--- config.mk ---
export PLATFORM = sky130hd
export DESIGN_NAME = kws_sqrt
export DESIGN_NICKNAME = d
export VERILOG_FILES = /design/src/rtl/core/assert_macros.svh /design/src/rtl/core/kws_pkg.sv /design/src/rtl/core/kws_sqrt.sv
export SDC_FILE = /design/constraint.sdc
export NUM_CORES = 1
export LEC_CHECK = 0
export BUFFER_PORTS_ARGS = -buffer_cell sky130_fd_sc_hd__buf_2
export CAP_MARGIN = 25
export CORE_MARGIN = 2
export CORE_UTILIZATION = 30
export DETAILED_ROUTE_END_ITERATION = 6
export SETUP_SLACK_MARGIN = 0.4
export SLEW_MARGIN = 30
export SYNTH_ARGS = -nofsm -noshare
export SYNTH_HDL_FRONTEND = slang
export SYNTH_SLANG_ARGS = --single-unit
--- constraint.sdc ---
create_clock -name clk -period 10.9 [get_ports clk]
set_input_delay 2.18 -clock clk [delete_from_list [all_inputs] [get_ports clk]]
set_output_delay 2.18 -clock clk [all_outputs]
set_load 0.005 [all_outputs]
--- src/rtl/core/assert_macros.svh ---
// Assertion helpers shared by the core RTL.
// Each macro expects clk and arst_n in scope.
`ifndef ASSERT_MACROS_SVH
`define ASSERT_MACROS_SVH

// Plain property, sampled on the clock, off during reset.
`define KWS_ASSERT(label, prop, msg) \
	label: assert property (@(posedge clk) disable iff (!arst_n) (prop)) else $error(msg);

// Same-cycle implication.
`define KWS_ASSERT_IMPL(label, ante, cons, msg) \
	label: assert property (@(posedge clk) disable iff (!arst_n) (ante) |-> (cons)) else $error(msg);

// Next-cycle implication.
`define KWS_ASSERT_NEXT(label, ante, cons, msg) \
	label: assert property (@(posedge clk) disable iff (!arst_n) (ante) |=> (cons)) else $error(msg);

`endif

--- src/rtl/core/kws_pkg.sv ---
`timescale 1ns / 1ps
package kws_pkg;

	localparam int XPOS_W    = 23;
	localparam int WEIGHT_W  = 32;
	localparam int ALPHA_W   = 30;
	localparam int SCALE_W   = 32;
	localparam int HLEN_W    = 27;
	localparam int DIV_NUM_W = 80;
	localparam int DIV_DEN_W = 28;

	typedef struct packed {
		logic busy;
		logic done;
	} unit_stat_t;

	typedef enum logic [1:0] {
		REG_ALPHA = 2'd0,
		REG_SCALE = 2'd1,
		REG_HLEN  = 2'd2
	} cfg_reg_t;

	// Fraction bits of the series sum for each integer part of alpha.
	function automatic logic [63:0][5:0] build_frac_tab();
		logic [63:0][5:0] tab;
		int b;
		for (int e = 0; e < 64; e++) begin
			b = ((e + 1) * 1443 + 999) / 1000 + 1;
			tab[e] = (b > 63) ? 6'd0 : 6'(63 - b);
		end
		return tab;
	endfunction

	localparam logic [63:0][5:0] FRAC_TAB = build_frac_tab();

endpackage

--- src/rtl/core/kws_sqrt.sv ---
`timescale 1ns / 1ps
module kws_sqrt import kws_pkg::*; (
	input  logic        clk,
	input  logic        arst_n,
	input  logic        start,
	input  logic [62:0] val,
	output logic [31:0] root,
	output unit_stat_t  stat
);

	logic [63:0] v_q, res_q, pos_q;
	logic        busy_q, done_q;
	logic [63:0] trial;

	assign trial = res_q + pos_q;

	always_ff @(posedge clk or negedge arst_n) begin
		if (!arst_n) begin
			v_q    <= '0;
			res_q  <= '0;
			pos_q  <= '0;
			busy_q <= 1'b0;
			done_q <= 1'b0;
		end else begin
			done_q <= 1'b0;
			if (start) begin
				v_q    <= {1'b0, val};
				res_q  <= '0;
				pos_q  <= 64'h4000_0000_0000_0000;
				busy_q <= 1'b1;
			end else if (busy_q) begin
				// one result bit a cycle
				if (v_q >= trial) begin
					v_q   <= v_q - trial;
					res_q <= (res_q >> 1) + pos_q;
				end else begin
					res_q <= res_q >> 1;
				end
				pos_q <= pos_q >> 2;
				if (pos_q == 64'd1) begin
					busy_q <= 1'b0;
					done_q <= 1'b1;
				end
			end
		end
	end

	assign root      = res_q[31:0];
	assign stat.busy = busy_q;
	assign stat.done = done_q;

endmodule

==> results.json <==
{
  "synth_area_mm2": 0.0159,
  "setup_violations": 0,
  "htreeDepth": 4,
  "dp_hpwl_mm": 38.7,
  "finalCritPeriodShare": 0.650,
  "slew_violations": 0,
  "postSynthAreaPerCell_um2": 7.87,
  "die_y_um": 234,
  "p_seq_frac": 0.214,
  "clk_path_buf_depth": 2,
  "final.setup.worst_slack_ns": 3.82,
  "skew_ns": 0.0133,
  "ys.flop_type": "dfrtp_1",
  "synthArstFlopShare": 1.00,
  "drcViolationCount": 0,
  "tns_ns": 0,
  "critPathArrivalTime_ns": 7.48,
  "dp_cells": 2657,
  "critPathLaunch": "res_q[2]$_DFFE_PN0P_",
  "final_area_mm2": 0.0172,
  "global_route.usage.total": 0.188,
  "grt_max_degree": 140,
  "core_mm2": 0.0524,
  "r2r_setup_slack_ns": 3.82,
  "ios": 100,
  "cp_data_required_time_ns": 11.30,
  "grt_overflow_total": 0,
  "antennaDiodeCount": 0,
  "nets": 2185,
  "synth_fp_nets": 2215,
  "synth_cell_types": 85,
  "p_int_mw": 2.09,
  "fp-row-count": 84,
  "cp_max_fo": 39,
  "yosys_warnings": 0,
  "first_pass_iters": 6,
  "final_cells": 2689,
  "dr.max_layer_used": "met4",
  "cts_tree": "built",
  "p_per_area_mw_per_mm2": 241,
  "r2r-start": "res_q[2]$_DFFE_PN0P_",
  "end_kind": "flip-flop",
  "total_power_mw": 4.14,
  "vias": 15200,
  "status": "finished, final reports clean",
  "wl_met2_mm": 23.5,
  "synthTopCellsByArea": "dfrtp_1, ha_1, nor2_1",
  "p_clk_frac": 0.154,
  "antenna_found_initial": 0,
  "cts.sinks": 162,
  "holdBufCountCts": 0,
  "hp-class": "reg2reg",
  "switching_power_mw": 2.05,
  "synth_cells": 2018,
  "power.leakage_nw": 7.41,
  "viasPerCell": 5.66,
  "routedWlPerCell_um": 19.2,
  "hold_viol": 0,
  "tightest_slew_ns": 0.898,
  "pwr-share-comb": 0.632,
  "synth_edf_count": 0,
  "clkTransAtPathRegs_ns": 0.08,
  "synth_top_area_cell": "dfrtp_1",
  "dpl_worst_slack_ns": 3.97,
  "dieArea_mm2": 0.0548,
  "cts_resized": 0,
  "hold_ws_ns": 0.529,
  "yosysMostFrequentCell": "nor2_1",
  "ir_worst_vdd_v": 0.000271,
  "fmax_mhz": 141,
  "grt_pass1_wl_mm": 81.2,
  "p_sw_frac": 0.496,
  "grt_pass1_vias": 14200,
  "fin_crit_ns": 7.08,
  "timing.slew.headroom": 0.401,
  "routedLengthMet1_mm": 23.8,
  "fp.dieW_um": 234,
  "crit_slowest_cell": "nand2_1",
  "cts_made_buffers": 17,
  "critical-path-max-stage-delay_ns": 0.56,
  "synthTopCellsByCount": "nor2_1, nand2_1, dfrtp_1",
  "drv_cap": 0,
  "gp_congestion": 0.949,
  "worst_skew_pair.late_latency_ns": 0.46,
  "rsz0062_at_grt": "no",
  "drt_iter0_drc": 1114,
  "criticalPathCategory": "reg2reg",
  "drt-total-wl_mm": 51.6,
  "hp-start": "v_q[50]$_DFFE_PN0P_",
  "crit_chain": "ha_1 > a31oi_1 > a211oi_1 > a21oi_1 > nor3_1 > a21oi_1 > o31ai_2 > a21boi_0 > o21ai_0 > xnor2_1 > ha_1 > nand2_1 > nor4_2 > and2_1 > nand3_1 > o221a_1 > and3_1 > o21bai_2 > buf_4 > nand2_1 > nor4_1 > a221o_1",
  "route.met3.wl_mm": 3.11,
  "yosysSeqAreaShare": 0.255,
  "placed_area_mm2": 0.0166,
  "ys_ff_latch": 162,
  "yosysTopAreaCellShare": 0.255,
  "antenna_left": 0,
  "io_buffers": 99,
  "cts_root_buffer": "clkbuf_16",
  "finish.utilization": 0.328,
  "synthToLayoutAreaGrowth_pct": 8.25,
  "start_util": 0.303,
  "layout-drive-gt1-share": 0.0920,
  "start_kind": "flip-flop",
  "post-cts-setup-buffers": 0
}
## critical path, delay by kind of cell, from the launching register on
family                   cells  cell delay, ns
AO/OA/AOI/OAI               10            2.70
XOR/XNOR                     1            0.13
adder cells (fa/ha/maj)      2            0.80
buffers and inverters        1            0.44
flip-flops                   1            0.46
AND/OR/NAND/NOR              8            2.45
## power groups by stage
| stage | clock network [mW] | logic [mW] | registers (mW) |
|---|---|---|---|
| 2_1_floorplan | 0 | 2.03 | 0.824 |
| 4_1_cts | 0.651 | 2.59 | 0.879 |
| 5_1_grt | 0.676 | 2.88 | 0.899 |
| 3_5_place_dp | 0 | 2.58 | 0.884 |
| 3_3_place_gp | 0 | 2.56 | 0.887 |
| 6_report | 0.639 | 2.62 | 0.884 |
## cells in the final DEF, fill, tap and decap left out, types with 17 or more instances in the layout
master and count:
a211oi_1 44, a21o_1 44, a21oi_1 147, a311oi_1 18
a31oi_1 67, buf_2 97, clkbuf_16 17, dfrtp_1 161
ha_1 130, inv_1 50, mux2i_1 47, nand2_1 201
nand3_1 39, nand4_1 52, nor2_1 207, nor2b_1 18
nor3_1 39, o21ai_0 138, or3_1 21, xnor2_1 77
xor2_1 83
## routing by layer
layer	GRT usage	vias up
met5	0	-
met4	0.0578	0
met3	0.0260	60
met2	0.300	499
met1	0.262	7308
li1	-	7341
## area by class of cell
cell class	instances	area, µm²
inverter	50	188
timing repair buffer	111	614
multi-input combinational	1646	10900
fill	5504	35200
sequential	162	4060
clock buffer	20	447
tap	688	861
clock inverter	12	146
## sequential cells by signal, summed over array words and instances, names as in the netlist
signal  cells
v_q        64
busy_q      1
done_q      1
pos_q      32
res_q      64
## path summary, 6_finish.rpt
| check | end | cells after the start |
|---|---|---|
| setup / recovery | v_q[59]$_DFFE_PN0P_ | 22 |
| hold / removal | v_q[50]$_DFFE_PN0P_ | 1 |
| setup reg to reg | v_q[59]$_DFFE_PN0P_ | 22 |
| hold reg to reg | v_q[50]$_DFFE_PN0P_ | 1 |
| max in group asynchronous | v_q[31]$_DFFE_PN0P_ | 2 |
| min in group asynchronous | res_q[3]$_DFFE_PN0P_ | 1 |
## logic make-up after synthesis
logic type      synth area share
mux                       0.0317
fa+ha+maj                  0.104
xor+xnor                  0.0882
compound gates             0.267
simple gates               0.193
flops                      0.255
buf+inv                   0.0610
No activity file was read; power rests on OpenSTA's default activity.
