## src/rtl/core/assert_macros.svh

```systemverilog
// Assertion helpers shared by the core RTL.
// Each macro expects clk and arst_n in scope.
`ifndef ASSERT_MACROS_SVH
`define ASSERT_MACROS_SVH

// Plain property, sampled on the clock, off during reset.
`define KWS_ASSERT(label, prop, msg) \
	label: assert property (@(posedge clk) disable iff (!arst_n) (prop)) else $error(msg);

// Same-cycle implication.
`define KWS_ASSERT_IMPL(label, ante, cons, msg) \
	label: assert property (@(posedge clk) disable iff (!arst_n) (ante) |-> (cons)) else $error(msg);

// Next-cycle implication.
`define KWS_ASSERT_NEXT(label, ante, cons, msg) \
	label: assert property (@(posedge clk) disable iff (!arst_n) (ante) |=> (cons)) else $error(msg);

`endif

```

## src/rtl/core/kws_pkg.sv

```systemverilog
`timescale 1ns / 1ps
package kws_pkg;

	localparam int XPOS_W    = 23;
	localparam int WEIGHT_W  = 32;
	localparam int ALPHA_W   = 30;
	localparam int SCALE_W   = 32;
	localparam int HLEN_W    = 27;
	localparam int DIV_NUM_W = 80;
	localparam int DIV_DEN_W = 28;

	typedef struct packed {
		logic busy;
		logic done;
	} unit_stat_t;

	typedef enum logic [1:0] {
		REG_ALPHA = 2'd0,
		REG_SCALE = 2'd1,
		REG_HLEN  = 2'd2
	} cfg_reg_t;

	// Fraction bits of the series sum for each integer part of alpha.
	function automatic logic [63:0][5:0] build_frac_tab();
		logic [63:0][5:0] tab;
		int b;
		for (int e = 0; e < 64; e++) begin
			b = ((e + 1) * 1443 + 999) / 1000 + 1;
			tab[e] = (b > 63) ? 6'd0 : 6'(63 - b);
		end
		return tab;
	endfunction

	localparam logic [63:0][5:0] FRAC_TAB = build_frac_tab();

endpackage

```

## src/rtl/core/kws_mul.sv

```systemverilog
`timescale 1ns / 1ps
module kws_mul import kws_pkg::*; (
	input  logic         clk,
	input  logic         arst_n,
	input  logic         start,
	input  logic [63:0]  a,
	input  logic [63:0]  b,
	output logic [127:0] prod,
	output unit_stat_t   stat
);

	logic [63:0]  a_q, b_q;
	logic [2:0]   cnt_q;
	logic         busy_q, done_q;
	logic [63:0]  pp_s1;
	logic [1:0]   sh_s1;
	logic         pp_vld_s1;
	logic [127:0] acc_q;
	logic [31:0]  a_part, b_part;
	logic [127:0] pp_ext;

	assign a_part = cnt_q[1] ? a_q[63:32] : a_q[31:0];
	assign b_part = cnt_q[0] ? b_q[63:32] : b_q[31:0];

	always_comb begin
		unique case (sh_s1)
			2'd0:    pp_ext = {64'd0, pp_s1};
			2'd1:    pp_ext = {32'd0, pp_s1, 32'd0};
			2'd2:    pp_ext = {pp_s1, 64'd0};
			default: pp_ext = '0;
		endcase
	end

	always_ff @(posedge clk or negedge arst_n) begin
		if (!arst_n) begin
			a_q       <= '0;
			b_q       <= '0;
			cnt_q     <= '0;
			busy_q    <= 1'b0;
			done_q    <= 1'b0;
			pp_s1     <= '0;
			sh_s1     <= '0;
			pp_vld_s1 <= 1'b0;
			acc_q     <= '0;
		end else begin
			done_q <= 1'b0;
			if (start) begin
				a_q       <= a;
				b_q       <= b;
				cnt_q     <= '0;
				busy_q    <= 1'b1;
				acc_q     <= '0;
				pp_vld_s1 <= 1'b0;
			end else if (busy_q) begin
				// one 32x32 partial product a cycle, accumulate the one before
				if (!cnt_q[2]) begin
					pp_s1     <= a_part * b_part;
					sh_s1     <= 2'({1'b0, cnt_q[1]} + {1'b0, cnt_q[0]});
					pp_vld_s1 <= 1'b1;
					cnt_q     <= cnt_q + 3'd1;
				end else begin
					pp_vld_s1 <= 1'b0;
					busy_q    <= 1'b0;
					done_q    <= 1'b1;
				end
				if (pp_vld_s1) begin
					acc_q <= acc_q + pp_ext;
				end
			end
		end
	end

	assign prod      = acc_q;
	assign stat.busy = busy_q;
	assign stat.done = done_q;

endmodule

```

## config.mk

```make
export PLATFORM = sky130hd
export DESIGN_NAME = kws_mul
export DESIGN_NICKNAME = d
export VERILOG_FILES = /design/src/rtl/core/assert_macros.svh /design/src/rtl/core/kws_pkg.sv /design/src/rtl/core/kws_mul.sv
export SDC_FILE = /design/constraint.sdc
export NUM_CORES = 2
export LEC_CHECK = 0
export BUFFER_PORTS_ARGS = -buffer_cell sky130_fd_sc_hd__buf_2
export CAP_MARGIN = 20
export CORE_ASPECT_RATIO = 1.25
export CORE_MARGIN = 3
export CORE_UTILIZATION = 45
export DETAILED_ROUTE_END_ITERATION = 10
export GPL_TIMING_DRIVEN = 0
export PLACE_DENSITY = 0.62
export SLEW_MARGIN = 25
export SYNTH_ARGS = -nofsm -noshare
export SYNTH_HDL_FRONTEND = slang
export SYNTH_SLANG_ARGS = --single-unit
```

## constraint.sdc

```tcl
create_clock -name clk -period 9.13 [get_ports clk]
set_input_delay 2.739 -clock clk [delete_from_list [all_inputs] [get_ports clk]]
set_output_delay 2.739 -clock clk [all_outputs]
set_load 0.03 [all_outputs]
```

==> results.ini <==
[yosys]
ys_async_sr_fraction = 1.00
netlist_instances = 6303
synth_edf_count = 0
ys_seq_area_frac = 0.149
syn_area_um2 = 55100
synth_top_area_frac = 0.326
yosysWarnings = 0
yosysTopAreaCell = fa_1
postSynthNetCount = 7722
synth_ff_type = dfrtp_1
synth_area_leaders = fa_1 (33%), dfrtp_1 (15%), ha_1 (8.9%)
ys_types = 97
syn_area_per_cell_um2 = 8.74
ys_ff_latch = 328

[floorplan]
die_w_um = 319
coreArea_um2 = 121000
die_h_um = 397
rows = 142
dieArea_um2 = 127000
ioPinCount = 261
initial_core_util = 0.457

[route]
drt-initial-drc-count = 4351
drcViolationCount = 0
via_per_inst = 5.83
wl_per_cell_um = 29.7
first_pass_iters = 6
dr_total_vias = 48100
wl_mm = 245
postRouteAntennaNets = 0

[critical_path]
cpMaxStageDelayCell = fa_1
start_kind = flop
cp_num_buf_inv = 7
crit_top_cell = fa_1
slowest_delay_ns = 0.55
worstPathArrival_ns = 9.54
critPathKind = reg -> reg
path_max_fanout = 10
crit_path_end_kind = flop
cp_top_family = adder cells
cp.required_ns = 9.63

[timing]
grt_setup_unrepaired = false
fin_skew_ns = 0.0440
slew_violations = 0
max_freq_ghz = 0.111
max_slew_margin = 0.292
hold_viol = 0
fin_hold_ws_ns = 0.525
finalCritPeriodShare = 0.991
worstMarginPinSlew_ns = 1.06
final.setup.tns_ns = 0
final.min_clock_period_ns = 9.04
final-setup-viol-count = 0

[grt]
busiest_layer = met2
antenna_found_initial = 23
grt_pass1_wl_mm = 353
grt_pass1_vias = 50500
met1_usage = 0.458
met2_usage = 0.646
grtUsageMet3 = 0.0654
grt_max_degree = 86
globalRouteOverflowTotal = 0
grt_usage = 0.389

[cells_and_area]
syn2layout_area_growth_pct = 11.8
utilization = 0.511
drive_gt1_frac = 0.131
nets = 8050
postLayoutCellArea_um2 = 61600

[place]
gp_congestion = 1.04
dpl_cell_area_um2 = 58900
dpl.hpwl_mm = 205
numPortBuffers = 259

[clock_network]
h-tree-depth = 2
clock_path_buffers = 3
clk_latency_ns = 0.65
clkTransAtPathRegs_ns = 0.07
cts_buffers = 40
ctsRootBufferMaster = clkbuf_16
tritoncts = built
cts.sinks = 328

[job]
drv_cap = 0

[outcome]
outcome = completed

[hold_path]
min_path_type = reg -> reg

-- kinds of logic (layout without fill, tap and decap cells) --
family | Yosys count | count (layout) | synth area share
fa+ha+maj | 1288 | 1288 | 0.415
other cells | 0 | 13 | 0
simple gates | 1981 | 1981 | 0.151
buf+inv | 1278 | 1635 | 0.0887
mux | 293 | 293 | 0.0576
xor+xnor | 180 | 180 | 0.0286
compound gates | 955 | 955 | 0.110
flops | 328 | 328 | 0.149
-- routing by layer --
metal  vias up  share of wire
met1     24200           0.36
met2      2397           0.47
met5         -        0.00032
met4        12          0.093
li1      20800              -
met3       720          0.076
-- through the flow --
step	cells	worst slack [ns]
after floorplan	6303	0.549
after global placement	8146	-3.26
after detailed placement	8161	-2.50
after CTS	8254	0.00863
after global routing	8244	0.00787
final	8257	0.0862
-- Yosys cell counts, drive strengths merged (9+ instances only) --
library cell  count
o21bai           60
nand2b           15
ha              391
dfrtp           328
nor2b            18
a21oi           328
a211oi           17
o21ai           240
nor4             11
a21boi           11
and2             74
a31oi            30
o31ai            15
o211ai           13
or3              12
nand2           861
nand4            88
o221ai           11
inv             933
fa              897
a41oi             9
xor2             69
mux2i           102
clkbuf          286
nand3            44
nor2            766
nor3             43
o21a             22
and3             17
xnor2           111
and4             15
buf              59
a21o            103
mux2            191
a22o             37
-- layout make-up --
cell class              count  area, um2
diodes                     13       32.5
plain buffers             326       1840
clock buffers              50       1110
clock inverters            21        338
fillers                 11600      59000
inverters                 933       3500
multi-input cells        4697      42700
flip-flops and latches    328       8210
well taps                1584       1980
repair buffers            305       1880
-- worst register-to-register path: cells and delay by family, from the launching register on --
kind / cells / cell delay (ns)
fa+ha+maj: 9 / 3.87
compound gates: 10 / 2.08
buf+inv: 7 / 1.72
flops: 1 / 0.45
mux: 1 / 0.42
xor+xnor: 1 / 0.22
simple gates: 1 / 0.16
-- placed cells by master, fill, tap and decap left out, types with 12 or more instances in the layout --
master / n
mux2i_2: 12
o211ai_1: 12
o21bai_1: 60
mux2i_1: 50
clkbuf_8: 22
clkbuf_2: 69
fa_1: 897
inv_1: 933
nand2_1: 860
o21ai_0: 192
dfrtp_1: 327
nor2b_1: 18
clkbuf_1: 137
and3_1: 17
and2_1: 74
o21a_1: 22
clkbuf_16: 44
a31oi_1: 27
nor3_1: 37
mux2_2: 185
diode_2: 13
xor2_1: 69
buf_4: 39
and4_1: 14
ha_1: 389
clkbuf_4: 37
a21o_1: 102
nand2b_1: 15
nand3_1: 43
buf_2: 299
nand4_1: 86
mux2i_4: 40
xnor2_1: 111
a21oi_1: 319
a211oi_1: 14
nor2_1: 762
o21ai_1: 42
a22o_1: 37
-- timing repair --
action / CTS / global route
setup endpoints to repair: 47 / 26
hold buffers: 0 / 0
pin swaps: 2 / 2
hold endpoints to repair: 0 / 0
resized for setup: 260 / 93
setup buffers: 30 / 1
-- state kept, by name, indices dropped and copies added, names as in the netlist --
name / cells
sh_s1: 2
pp_s1: 64
done_q: 1
busy_q: 1
a_q: 64
cnt_q: 3
prod: 128
pp_vld_s1: 1
b_q: 64
-- path summary, 6_finish.rpt --
check / startpoint / endpoint / slack (ns) / cells after the start
worst max register to register: cnt_q[1] / pp_s1[62] / 0.09 / 29
worst max-delay path: cnt_q[1] / pp_s1[62] / 0.09 / 29
worst min register to register: prod[105] / prod[105] / 0.52 / 2
worst min-delay path: prod[105] / prod[105] / 0.52 / 2
min in group asynchronous: arst_n / prod[96] / 1.94 / 1
max in group asynchronous: arst_n / a_q[13] / 6.05 / 3
Power is not shown: default switching activity piles up to over one toggle a cycle in this logic, so the estimate is an artifact.
