--- config.mk ---
export PLATFORM = sky130hd
export DESIGN_NAME = kws_div
export DESIGN_NICKNAME = d
export VERILOG_FILES = /design/src/rtl/core/assert_macros.svh /design/src/rtl/core/kws_pkg.sv /design/src/rtl/core/kws_div.sv
export SDC_FILE = /design/constraint.sdc
export NUM_CORES = 1
export LEC_CHECK = 0
export ABC_AREA = 1
export BUFFER_PORTS_ARGS = -buffer_cell sky130_fd_sc_hd__clkbuf_2
export CAP_MARGIN = 5
export CORE_UTILIZATION = 25
export CTS_BUF_LIST = sky130_fd_sc_hd__clkbuf_8
export DETAILED_ROUTE_END_ITERATION = 10
export MAX_ROUTING_LAYER = met4
export SYNTH_ARGS = -nofsm -noshare
export SYNTH_HDL_FRONTEND = slang
export SYNTH_SLANG_ARGS = --single-unit
export TNS_END_PERCENT = 20
--- constraint.sdc ---
create_clock -name clk -period 2.2 [get_ports clk]
set_clock_uncertainty 0.2 [all_clocks]
set_input_delay 0 -clock clk [delete_from_list [all_inputs] [get_ports clk]]
set_output_delay 0 -clock clk [all_outputs]
set_load 0.01 [all_outputs]
--- src/rtl/core/assert_macros.svh ---
// Assertion helpers shared by the core RTL.
// Each macro expects clk and arst_n in scope.
`ifndef ASSERT_MACROS_SVH
`define ASSERT_MACROS_SVH

// Plain property, sampled on the clock, off during reset.
`define KWS_ASSERT(label, prop, msg) \
	label: assert property (@(posedge clk) disable iff (!arst_n) (prop)) else $error(msg);

// Same-cycle implication.
`define KWS_ASSERT_IMPL(label, ante, cons, msg) \
	label: assert property (@(posedge clk) disable iff (!arst_n) (ante) |-> (cons)) else $error(msg);

// Next-cycle implication.
`define KWS_ASSERT_NEXT(label, ante, cons, msg) \
	label: assert property (@(posedge clk) disable iff (!arst_n) (ante) |=> (cons)) else $error(msg);

`endif

--- src/rtl/core/kws_pkg.sv ---
`timescale 1ns / 1ps
package kws_pkg;

	localparam int XPOS_W    = 23;
	localparam int WEIGHT_W  = 32;
	localparam int ALPHA_W   = 30;
	localparam int SCALE_W   = 32;
	localparam int HLEN_W    = 27;
	localparam int DIV_NUM_W = 80;
	localparam int DIV_DEN_W = 28;

	typedef struct packed {
		logic busy;
		logic done;
	} unit_stat_t;

	typedef enum logic [1:0] {
		REG_ALPHA = 2'd0,
		REG_SCALE = 2'd1,
		REG_HLEN  = 2'd2
	} cfg_reg_t;

	// Fraction bits of the series sum for each integer part of alpha.
	function automatic logic [63:0][5:0] build_frac_tab();
		logic [63:0][5:0] tab;
		int b;
		for (int e = 0; e < 64; e++) begin
			b = ((e + 1) * 1443 + 999) / 1000 + 1;
			tab[e] = (b > 63) ? 6'd0 : 6'(63 - b);
		end
		return tab;
	endfunction

	localparam logic [63:0][5:0] FRAC_TAB = build_frac_tab();

endpackage

--- src/rtl/core/kws_div.sv ---
`timescale 1ns / 1ps
module kws_div import kws_pkg::*; (
	input  logic                 clk,
	input  logic                 arst_n,
	input  logic                 start,
	input  logic [DIV_NUM_W-1:0] num,
	input  logic [DIV_DEN_W-1:0] den,
	output logic [DIV_NUM_W-1:0] quot,
	output unit_stat_t           stat
);

	localparam int CNT_W = $clog2(DIV_NUM_W);

	logic [DIV_NUM_W-1:0] num_q;
	logic [DIV_DEN_W-1:0] rem_q, den_q;
	logic [CNT_W-1:0]     cnt_q;
	logic                 busy_q, done_q;
	logic [DIV_DEN_W:0]   rem_sh;
	logic                 fits;

	assign rem_sh = {rem_q, num_q[DIV_NUM_W-1]};
	assign fits   = rem_sh >= {1'b0, den_q};

	always_ff @(posedge clk or negedge arst_n) begin
		if (!arst_n) begin
			num_q  <= '0;
			rem_q  <= '0;
			den_q  <= '0;
			cnt_q  <= '0;
			busy_q <= 1'b0;
			done_q <= 1'b0;
		end else begin
			done_q <= 1'b0;
			if (start) begin
				num_q  <= num;
				den_q  <= den;
				rem_q  <= '0;
				cnt_q  <= '0;
				busy_q <= 1'b1;
			end else if (busy_q) begin
				// restoring step: one quotient bit a cycle
				rem_q <= fits ? DIV_DEN_W'(rem_sh - {1'b0, den_q}) : rem_sh[DIV_DEN_W-1:0];
				num_q <= {num_q[DIV_NUM_W-2:0], fits};
				cnt_q <= cnt_q + 1'b1;
				if (cnt_q == CNT_W'(DIV_NUM_W - 1)) begin
					busy_q <= 1'b0;
					done_q <= 1'b1;
				end
			end
		end
	end

	assign quot      = num_q;
	assign stat.busy = busy_q;
	assign stat.done = done_q;

endmodule

==> qor.yml, run 1 <==
cts_tree: "yes"
dp_hpwl_mm: 20.83
grt_setup_unrepaired: "true"
first_iter_violations: 357
fin_ws_ns: -0.01437
status: "finished with violations"
setup_viol: 6
ys_types: 37
power_leakage_nw: 6.870
synth_compound_area_share_pct: 11.76
synth_fa_ha_area_share_pct: 4.502
crit_fanout: 6
synth_xor_area_share_pct: 1.236
grt.overflow.total: 0
p_sw_mw: 4.943
fp.dieW_um: 186.4
clock-sinks: 145
numPortBuffers: 192
fmax_mhz: 451.6
violations: "negative setup slack"
nets: 1723
antenna_found_initial: 0
synth.area.top_cells: "dfrtp_1 (43%), nand2_1 (19%), inv_1 (8.3%)"
cp-start-kind: "flop"
yosys.area_share.simple_pct: 28.69
synth_edf_count: 0
cp.required_ns: 2.36
synthesis.area_um2: 8504
dieArea_um2: 34760
cts-htree-levels: 4
ys_ff_latch: 145
grt_pass1_wl_mm: 47.84
grt_pass1_vias: 9484
root_buffer: "clkbuf_8"
io_pins: 193
synth_top_cell_by_area: "dfrtp_1"
rows: 67
p_seq_share_pct: 27.8
pwr-share-comb_pct: 52.8
holdCritPathClass: "input pin to flop"
drive_gt1_share_pct: 31.22
ant_nets: 0
viasPerCell: 4.449
grt_use_total_pct: 17.58
arrival_ns: 2.37
antenna_cells: 0
max-slew-margin-rel_pct: 65.54
initial_core_util_pct: 25.36
synth-main-ff-cell: "dfrtp_1"
fin_crit_sh_pct: 100.7
path_class: "flop to flop"
swShare_pct: 41.22
die_height_um: 186.4
internal_power_mw: 7.049
irDropWorstVdd_v: 0.0003800
synth_top_area_share_pct: 42.67
synth_top_family_by_area: "simple AND/OR/NAND/NOR gates"
clk_path_buf_depth: 2
place.gp.congestion: 0.9904
yosys_warnings: 0
routed-via-count: 9089
post-route-util_pct: 39.98
synth_nets: 1297
p_clk_share_pct: 19.5
fin_crit_ns: 2.214
p_per_area_nw_per_um2: 894.6
setup-tns-final_ns: -0.06236
synth_cells: 1156
core_um2: 33530
cap_violations: 0
grt_start_max_net_pins: 106
hold_viol_final: 0
drc: 0
dr.pass1.iters: 5
avgRoutedWirePerCell_um: 14.48
cts_buffers: 17
postRouteWirelength_mm: 29.59
synthToLayoutAreaGrowth_pct: 57.63
power_mw: 11.99
insertion_delay_ns: 0.48
layout.cells.non_filler: 2043
clk_pin_slew_ns: 0.11
final_max_slew_viol_count: 0
critPathCaptureType: "flop"
ys_seq_area_share_pct: 42.67
synthArstFlopShare_pct: 100.0
dp_cells: 1854
syn_area_per_cell_um2: 7.357
tightest_slew_ns: 0.5169
muxShareOfSynthArea_pct: 0
[registers in the layout (all words and copies together) (netlist names)]
| signal | cells |
|---|---|
| quot | 80 |
| busy_q | 1 |
| done_q | 1 |
| rem_q | 28 |
| den_q | 28 |
| cnt_q | 7 |
[timing repair]
item / 4_1_cts / 5_1_grt
pin swaps: 2 / 23
hold endpoints to repair: 258 / 0
cloned: 0 / 4
setup endpoints to repair: 28 / 29
hold buffers: 142 / 0
setup buffers: 0 / 11
resized for setup: 43 / 109
[kinds of logic (layout without fill, tap and decap cells)]
logic type / count (synthesis) / count (layout)
fa+ha+maj: 30 / 30
xor+xnor: 12 / 12
flops: 145 / 145
simple gates: 588 / 588
buf+inv: 236 / 675
compound gates: 145 / 145
[worst max-delay path, stage by stage, from the launching register on]
cell and delay, ns:
dfrtp_1 0.42, ha_4 0.28, nand2_4 0.09, buf_6 0.10, inv_2 0.03, nand2_2 0.05
nand2_2 0.06, inv_2 0.05, nand2_2 0.06, inv_2 0.05, nand2_2 0.05, nand2_2 0.07
nand3_4 0.15, clkbuf_16 0.22, nor2_4 0.08, nor2_2 0.04, nand2_1 0.06, nand2_1 0.05
[stage by stage]
stage | hold slack [ns] | cell area, um^2 | setup WS [ns]
after floorplan | -0.4956 | 8504 | 0.03383
after global routing | 0.05971 | 13410 | -0.1459
after CTS | 0.02480 | 12810 | -0.04535
after global placement | -0.2150 | 10680 | -0.09524
final | 0.06257 | 13410 | -0.01437
after detailed placement | -0.2207 | 10680 | -0.1598
[metal layers]
layer,vias to the layer above,wire length (um),track usage [%]
met5,-,0,-
met4,0,760,6.643
met3,32,1436,3.479
met2,251,14220,28.95
met1,4275,13170,21.17
li1,4531,-,-
[power groups by stage]
stage	clock, mW	sequential [mW]	combinational, mW
5_1_grt	2.50	3.37	6.98
2_1_floorplan	0	3.34	2.95
3_3_place_gp	0	3.29	4.94
6_report	2.33	3.33	6.33
3_5_place_dp	0	3.29	4.97
4_1_cts	2.40	3.29	5.48
[placed cells by master (no fill, tap or decap), types with 3 or more instances in the layout]
cell type,instances
clkbuf_2,190
buf_4,105
a21oi_1,14
inv_8,5
nor2_1,21
o21ai_1,4
nand3_1,67
nand2_1,384
clkbuf_16,3
nand4_1,10
a21oi_2,6
o221ai_1,42
nor2_2,28
dlygate4sd3_1,142
nor2_4,13
nor3_1,7
nand2_4,11
inv_1,167
nor3_4,3
o21ai_0,37
buf_6,6
nand3_2,6
inv_2,23
a22oi_1,5
inv_6,6
dfrtp_1,145
o21bai_1,4
xor2_1,9
o211ai_1,29
nand2_2,29
clkbuf_8,17
buf_12,7
ha_4,26
[layout make-up]
cell class | count | area, um^2
Clock buffer | 17 | 234.0
Clock inverter | 15 | 182.7
Fill cell | 3375 | 20130
Inverter | 190 | 713.2
Multi-Input combinational cell | 775 | 4643
Sequential cell | 145 | 3628
Tap cell | 448 | 560.5
Timing Repair Buffer | 453 | 3443
[path summary, 6_finish.rpt]
check	startpoint	end	slack, ns	cells past startpoint
max in group asynchronous	arst_n	rem_q[23]$_DFFE_PN0P_	0.61	4
min in group asynchronous	arst_n	den_q[13]$_DFFE_PN0P_	0.41	3
max	rem_q[11]$_DFFE_PN0P_	rem_q[23]$_DFFE_PN0P_	-0.01	17
min	num[64]	quot[64]$_DFFE_PN0P_	0.06	4
min reg2reg	cnt_q[4]$_DFFE_PN0P_	cnt_q[4]$_DFFE_PN0P_	0.31	1
max reg2reg	rem_q[11]$_DFFE_PN0P_	rem_q[23]$_DFFE_PN0P_	-0.01	17
[synth_stat cells, types with 12 or more instances]
master    number
nor2_2        25
clkbuf_1      35
inv_1        188
nor3_1        12
o211ai_1      29
nor2_1        37
nand3_1       73
ha_1          29
o221ai_1      42
dfrtp_1      145
a21oi_1       19
o21ai_0       37
nand2_1      422
Note: power is estimated with default switching activity, not from simulation.
==> inputs of run 2 (changes only) <==
--- a/config.mk
+++ b/config.mk
@@ -12,6 +12,7 @@
 export CTS_BUF_LIST = sky130_fd_sc_hd__clkbuf_8
 export DETAILED_ROUTE_END_ITERATION = 10
 export MAX_ROUTING_LAYER = met4
+export SKIP_LAST_GASP = 1
 export SYNTH_ARGS = -nofsm -noshare
 export SYNTH_HDL_FRONTEND = slang
 export SYNTH_SLANG_ARGS = --single-unit
==> run 2 against run 1 <==
Net effect: the run still ends with negative setup slack left; global-route usage is essentially flat; via count is 0.58% lower; critical path type unchanged; utilization decreased by 0.93 points; flip-flop and latch count stayed put; sequential share of layout area up 0.64 points; cell count fell by 0.24%; first-iteration DRC count rose by 1.1%; critical endpoint is now rem_q[26]$_DFFE_PN0P_; power is 4.0% lower.
==> qor.yml, run 2 (synthesized netlist as in run 1, its figures left out) <==
cts_tree: "yes"
p_sw_mw: 4.673
critPathCaptureType: "flop"
postRouteWirelength_mm: 29.10
antenna_cells: 0
p_clk_share_pct: 20.3
place.gp.congestion: 0.9904
hold_viol_final: 0
clock-sinks: 145
use_met2_pct: 28.80
numPortBuffers: 192
antenna_found_initial: 0
dr.pass1.iters: 5
crit_family: "simple AND/OR/NAND/NOR gates"
ant_nets: 0
grt_pass1_wl_mm: 47.69
crit_fanout: 5
crit_path_cell_trace: "ha_4, nand2_1, buf_4, nor2_1, nand2_1, nand2_1, nand2_1, nand4_1, nand3_1, nand2_1, nand2_1"
clk_pin_slew_ns: 0.10
avgRoutedWirePerCell_um: 14.28
tightest_slew_ns: 0.5167
status: "finished with violations"
root_buffer: "clkbuf_8"
grt_use_total_pct: 17.54
cts-htree-levels: 4
setup_viol: 25
grt_util_met1_pct: 21.15
drive_gt1_share_pct: 27.67
layout_common_cells: "nand2_1 (407), clkbuf_2 (190), inv_1 (182), dfrtp_1 (145), dlygate4sd3_1 (142)"
grt_pass1_vias: 9455
final_max_slew_viol_count: 0
initial_core_util_pct: 25.36
fp.dieW_um: 186.4
synthToLayoutAreaGrowth_pct: 53.96
cp.required_ns: 2.36
cp-start-kind: "flop"
violations: "negative setup slack"
clk_path_buf_depth: 2
largest_reg_flops: 80
fin_crit_sh_pct: 102.7
max-slew-margin-rel_pct: 65.55
cts_buffers: 17
insertion_delay_ns: 0.48
drc: 0
grt.overflow.total: 0
post-route-util_pct: 39.05
dieArea_um2: 34760
cap_violations: 0
met3_usage_pct: 3.461
power_leakage_nw: 6.758
irDropWorstVdd_v: 0.0003836
grt_start_max_net_pins: 106
core_um2: 33530
pwr-share-comb_pct: 50.9
fmax_mhz: 442.6
swShare_pct: 40.57
fin_crit_ns: 2.259
viasPerCell: 4.434
die_height_um: 186.4
slowest_delay_ns: 0.42
holdCritPathClass: "input pin to flop"
rows: 67
io_pins: 193
arrival_ns: 2.42
path_class: "flop to flop"
p_seq_share_pct: 28.8
crit_buf_inv: 1
internal_power_mw: 6.843
top_usage_layer: "met2"
grt_setup_unrepaired: "true"
place_ws_ns: -0.1598
fin_ws_ns: -0.05917
slowest_stage: "dfrtp_1"
final_common_cell: "nand2_1"
dp_hpwl_mm: 20.83
first_iter_violations: 361
routed-via-count: 9036
crit_path_frequent_cell: "nand2_1"
nets: 1718
p_per_area_nw_per_um2: 879.5
[run 2: path summary, 6_finish.rpt]
path / to / cells after the start / slack (ns) / startpoint
max: rem_q[26]$_DFFE_PN0P_ / 11 / -0.06 / rem_q[15]$_DFFE_PN0P_
min: quot[64]$_DFFE_PN0P_ / 4 / 0.06 / num[64]
max reg2reg: rem_q[26]$_DFFE_PN0P_ / 11 / -0.06 / rem_q[15]$_DFFE_PN0P_
min reg2reg: cnt_q[4]$_DFFE_PN0P_ / 1 / 0.31 / cnt_q[4]$_DFFE_PN0P_
max in group asynchronous: rem_q[23]$_DFFE_PN0P_ / 4 / 0.60 / arst_n
min in group asynchronous: den_q[13]$_DFFE_PN0P_ / 3 / 0.41 / arst_n
[run 2: layout make-up]
cell class / count / area, um^2
fillers: 3413 / 20440
multi-input cells: 775 / 4402
flip-flops and latches: 145 / 3628
repair buffers: 448 / 3373
inverters: 190 / 713.2
well taps: 448 / 560.5
clock buffers: 17 / 234.0
clock inverters: 15 / 182.7
[run 2: metrics by stage]
step	total power, mW	instances	instance area, um^2	TNS [ns]	hold slack, ns
2_1_floorplan	6.287	1156	8504	0	-0.4956
3_5_place_dp	8.265	1854	10680	-2.861	-0.2207
5_1_grt	12.40	2038	13090	-4.181	0.05971
4_1_cts	10.95	2028	12600	-1.699	0.02480
3_3_place_gp	8.224	1854	10680	-2.118	-0.2150
6_report	11.52	2038	13090	-0.6845	0.06190
[run 2: power groups by stage]
stage	Clock [mW]	Combinational (mW)	Sequential [mW]
floorplan	0	2.95	3.34
global placement	0	4.94	3.29
detailed placement	0	4.97	3.29
CTS	2.40	5.30	3.25
global route	2.50	6.54	3.36
finish	2.33	5.87	3.32
[run 2: what timing repair did]
item,CTS,global route
gates cloned,0,2
setup buffers,0,8
pin swaps,1,5
resized for setup,16,63
endpoints found under the hold margin,258,0
hold buffers,142,0
setup endpoints to repair,28,29
[run 2: layer usage]
layer / part of all wire (%) / routed length, um / up-vias
li1: - / - / 4517
met1: 45 / 13030 / 4215
met2: 47 / 13780 / 265
met3: 5.1 / 1497 / 39
met4: 2.7 / 794 / 0
met5: 0 / 0 / -
[run 2: worst register-to-register path, delay by kind of cell, from the launching register on]
kind,cells,cell delay (ns)
AND/OR/NAND/NOR,9,1.06
flip-flops,1,0.42
adder cells (fa/ha/maj),1,0.32
buffers and inverters,1,0.16
==> inputs of run 3 (changes only) <==
--- a/config.mk
+++ b/config.mk
@@ -8,11 +8,11 @@
 export ABC_AREA = 1
 export BUFFER_PORTS_ARGS = -buffer_cell sky130_fd_sc_hd__clkbuf_2
 export CAP_MARGIN = 5
-export CORE_UTILIZATION = 25
+export CORE_UTILIZATION = 51
 export CTS_BUF_LIST = sky130_fd_sc_hd__clkbuf_8
 export DETAILED_ROUTE_END_ITERATION = 10
 export MAX_ROUTING_LAYER = met4
-export SKIP_LAST_GASP = 1
+export PLACE_DENSITY = 0.79
 export SYNTH_ARGS = -nofsm -noshare
 export SYNTH_HDL_FRONTEND = slang
 export SYNTH_SLANG_ARGS = --single-unit
==> run 3 against run 2 <==
Net effect: the run still ends with negative setup slack left; utilization up 44 points; count of clock-buffer cells in the layout did not move; combinational power is 14% higher; power is 6.3% higher; maximum frequency decreased by 1.2%; critical endpoint is now rem_q[27]$_DFFE_PN0P_; largest cell class unchanged; highest routed layer unchanged.
==> qor.yml, run 3 (synthesized netlist as in run 1, its figures left out) <==
nets: 1743
hold_depth: 4
place.gp.congestion: 0.9491
fin_crit_sh_pct: 103.9
p_clk_share_pct: 18.1
slowest_stage: "dfrtp_1"
insertion_delay_ns: 0.47
clk_path_buf_depth: 2
cp-start-kind: "flop"
power_leakage_nw: 6.908
cts_buffers: 17
timing.rr.start: "rem_q[21]$_DFFE_PN0P_"
io_pins: 193
p_sw_mw: 5.060
power_mw: 12.25
largest_reg_flops: 80
p_per_area_nw_per_um2: 922.9
pwr-share-comb_pct: 54.5
post-route-util_pct: 82.63
tightest_slew_ns: 0.5886
clock-sinks: 145
dieArea_um2: 17200
max-slew-margin-rel_pct: 60.76
dp_hpwl_mm: 18.23
viasPerCell: 5.489
fp.dieW_um: 131.1
antenna_cells: 0
grt_use_total_pct: 38.74
grt_pass1_wl_mm: 51.42
cts_tree: "yes"
irDropWorstVdd_v: 0.0005622
critPathLaunch: "rem_q[21]$_DFFE_PN0P_"
crit_path_frequent_cell: "nand2_1"
stdcell_area_um2: 13270
critPathCaptureType: "flop"
min_to: "den_q[7]$_DFFE_PN0P_"
crit_path_cell_trace: "ha_4, nand2_2, nand2_2, nand2_1, nand2_1, nand2_1, nand2_2, a21oi_4, nand3_4, buf_12, clkbuf_16, nor2_2, nor2_2, nand2_1, nand2_1"
clk_pin_slew_ns: 0.10
fin_ws_ns: -0.08574
synthToLayoutAreaGrowth_pct: 56.03
first_iter_violations: 875
grt.overflow.total: 0
crit_fanout: 5
drive_gt1_share_pct: 32.47
antenna_found_initial: 0
grt_start_max_net_pins: 62
initial_core_util_pct: 52.96
hold_path.startpoint: "den[7]"
root_buffer: "clkbuf_8"
setup_viol: 17
die_height_um: 131.1
swShare_pct: 41.32
fin_crit_ns: 2.286
hold_viol_final: 0
final_common_cell: "nand2_1"
postRouteWirelength_mm: 32.33
path_class: "flop to flop"
violations: "negative setup slack"
cp.required_ns: 2.37
avgRoutedWirePerCell_um: 17.67
hold_ws_ns: 0.07786
numPortBuffers: 192
cap_violations: 0
internal_power_mw: 7.185
grt_pass1_vias: 10328
drc: 0
dp_cells: 1625
arrival_ns: 2.46
core_um2: 16060
placed_area_um2: 10440
dr.pass1.iters: 5
slowest_delay_ns: 0.43
r2r_end: "rem_q[27]$_DFFE_PN0P_"
rows: 46
grt_setup_unrepaired: "true"
status: "finished with violations"
holdCritPathClass: "input pin to flop"
reg2reg_depth: 15
r2r_slack_ns: -0.09
fmax_mhz: 437.5
layout.cells.non_filler: 1830
cts-htree-levels: 4
routed-via-count: 10044
ant_nets: 0
final_max_slew_viol_count: 0
p_seq_share_pct: 27.4
layout_common_cells: "nand2_1 (377), clkbuf_2 (190), inv_1 (160), dlygate4sd3_1 (146), dfrtp_1 (145)"
==> run 3: cell type report <==
type                            instances  area [um^2]
Sequential cell                       145         3628
Fill cell                             898         2789
Tap cell                              216        270.3
Clock inverter                         14        157.7
Inverter                              190        713.2
Multi-Input combinational cell        775         4652
Clock buffer                           17        234.0
Timing Repair Buffer                  473         3613
==> run 3: routing by layer <==
| metal | part of all wire, % | track usage [%] |
|---|---|---|
| met1 | 37 | 44.02 |
| met2 | 50 | 65.78 |
| met3 | 7.9 | 6.636 |
| met4 | 5.1 | 19.67 |
| met5 | 0 | - |
==> run 3: power by group through the flow <==
stage | clock [mW] | sequential (mW) | combinational [mW]
floorplan | 0 | 3.34 | 2.95
global placement | 0 | 3.27 | 4.89
detailed placement | 0 | 3.29 | 4.97
CTS | 2.20 | 3.31 | 5.96
global route | 2.31 | 3.38 | 7.26
finish | 2.22 | 3.35 | 6.68
==> run 3: how the worst max path moves through the flow <==
stage / end / slack (ns) / depth (start not counted)
after floorplan: rem_q[12]$_DFFE_PN0P_ / 0.03 / 13
after global placement: rem_q[21]$_DFFE_PN0P_ / -0.13 / 12
after detailed placement: rem_q[21]$_DFFE_PN0P_ / -0.18 / 12
after CTS: rem_q[4]$_DFFE_PN0P_ / -0.03 / 12
after global routing: rem_q[27]$_DFFE_PN0P_ / -0.20 / 15
final: rem_q[27]$_DFFE_PN0P_ / -0.09 / 15
==> run 3: through the flow <==
step | setup slack [ns] | setup TNS [ns]
detailed placement | -0.1844 | -3.684
global placement | -0.1319 | -2.525
CTS | -0.03080 | -0.2748
floorplan | 0.03383 | 0
global route | -0.1954 | -3.525
finish | -0.08574 | -0.5965
==> run 3: what timing repair did <==
action | 4_1_cts | 5_1_grt
resized for setup | 81 | 83
hold buffers | 147 | 0
setup endpoints to repair | 29 | 32
pin swaps | 9 | 22
buffers inserted | 15 | 12
hold endpoints to repair | 254 | 0
gates cloned | 1 | 1
==> run 3: worst max-delay path: cells and delay by family, from the launching register on <==
family / cells / cell delay, ns
AOI/OAI and AO/OA: 1 / 0.14
DFF: 1 / 0.43
buffers and inverters: 2 / 0.31
adders and majority gates: 1 / 0.28
and+or+nand+nor: 11 / 0.82
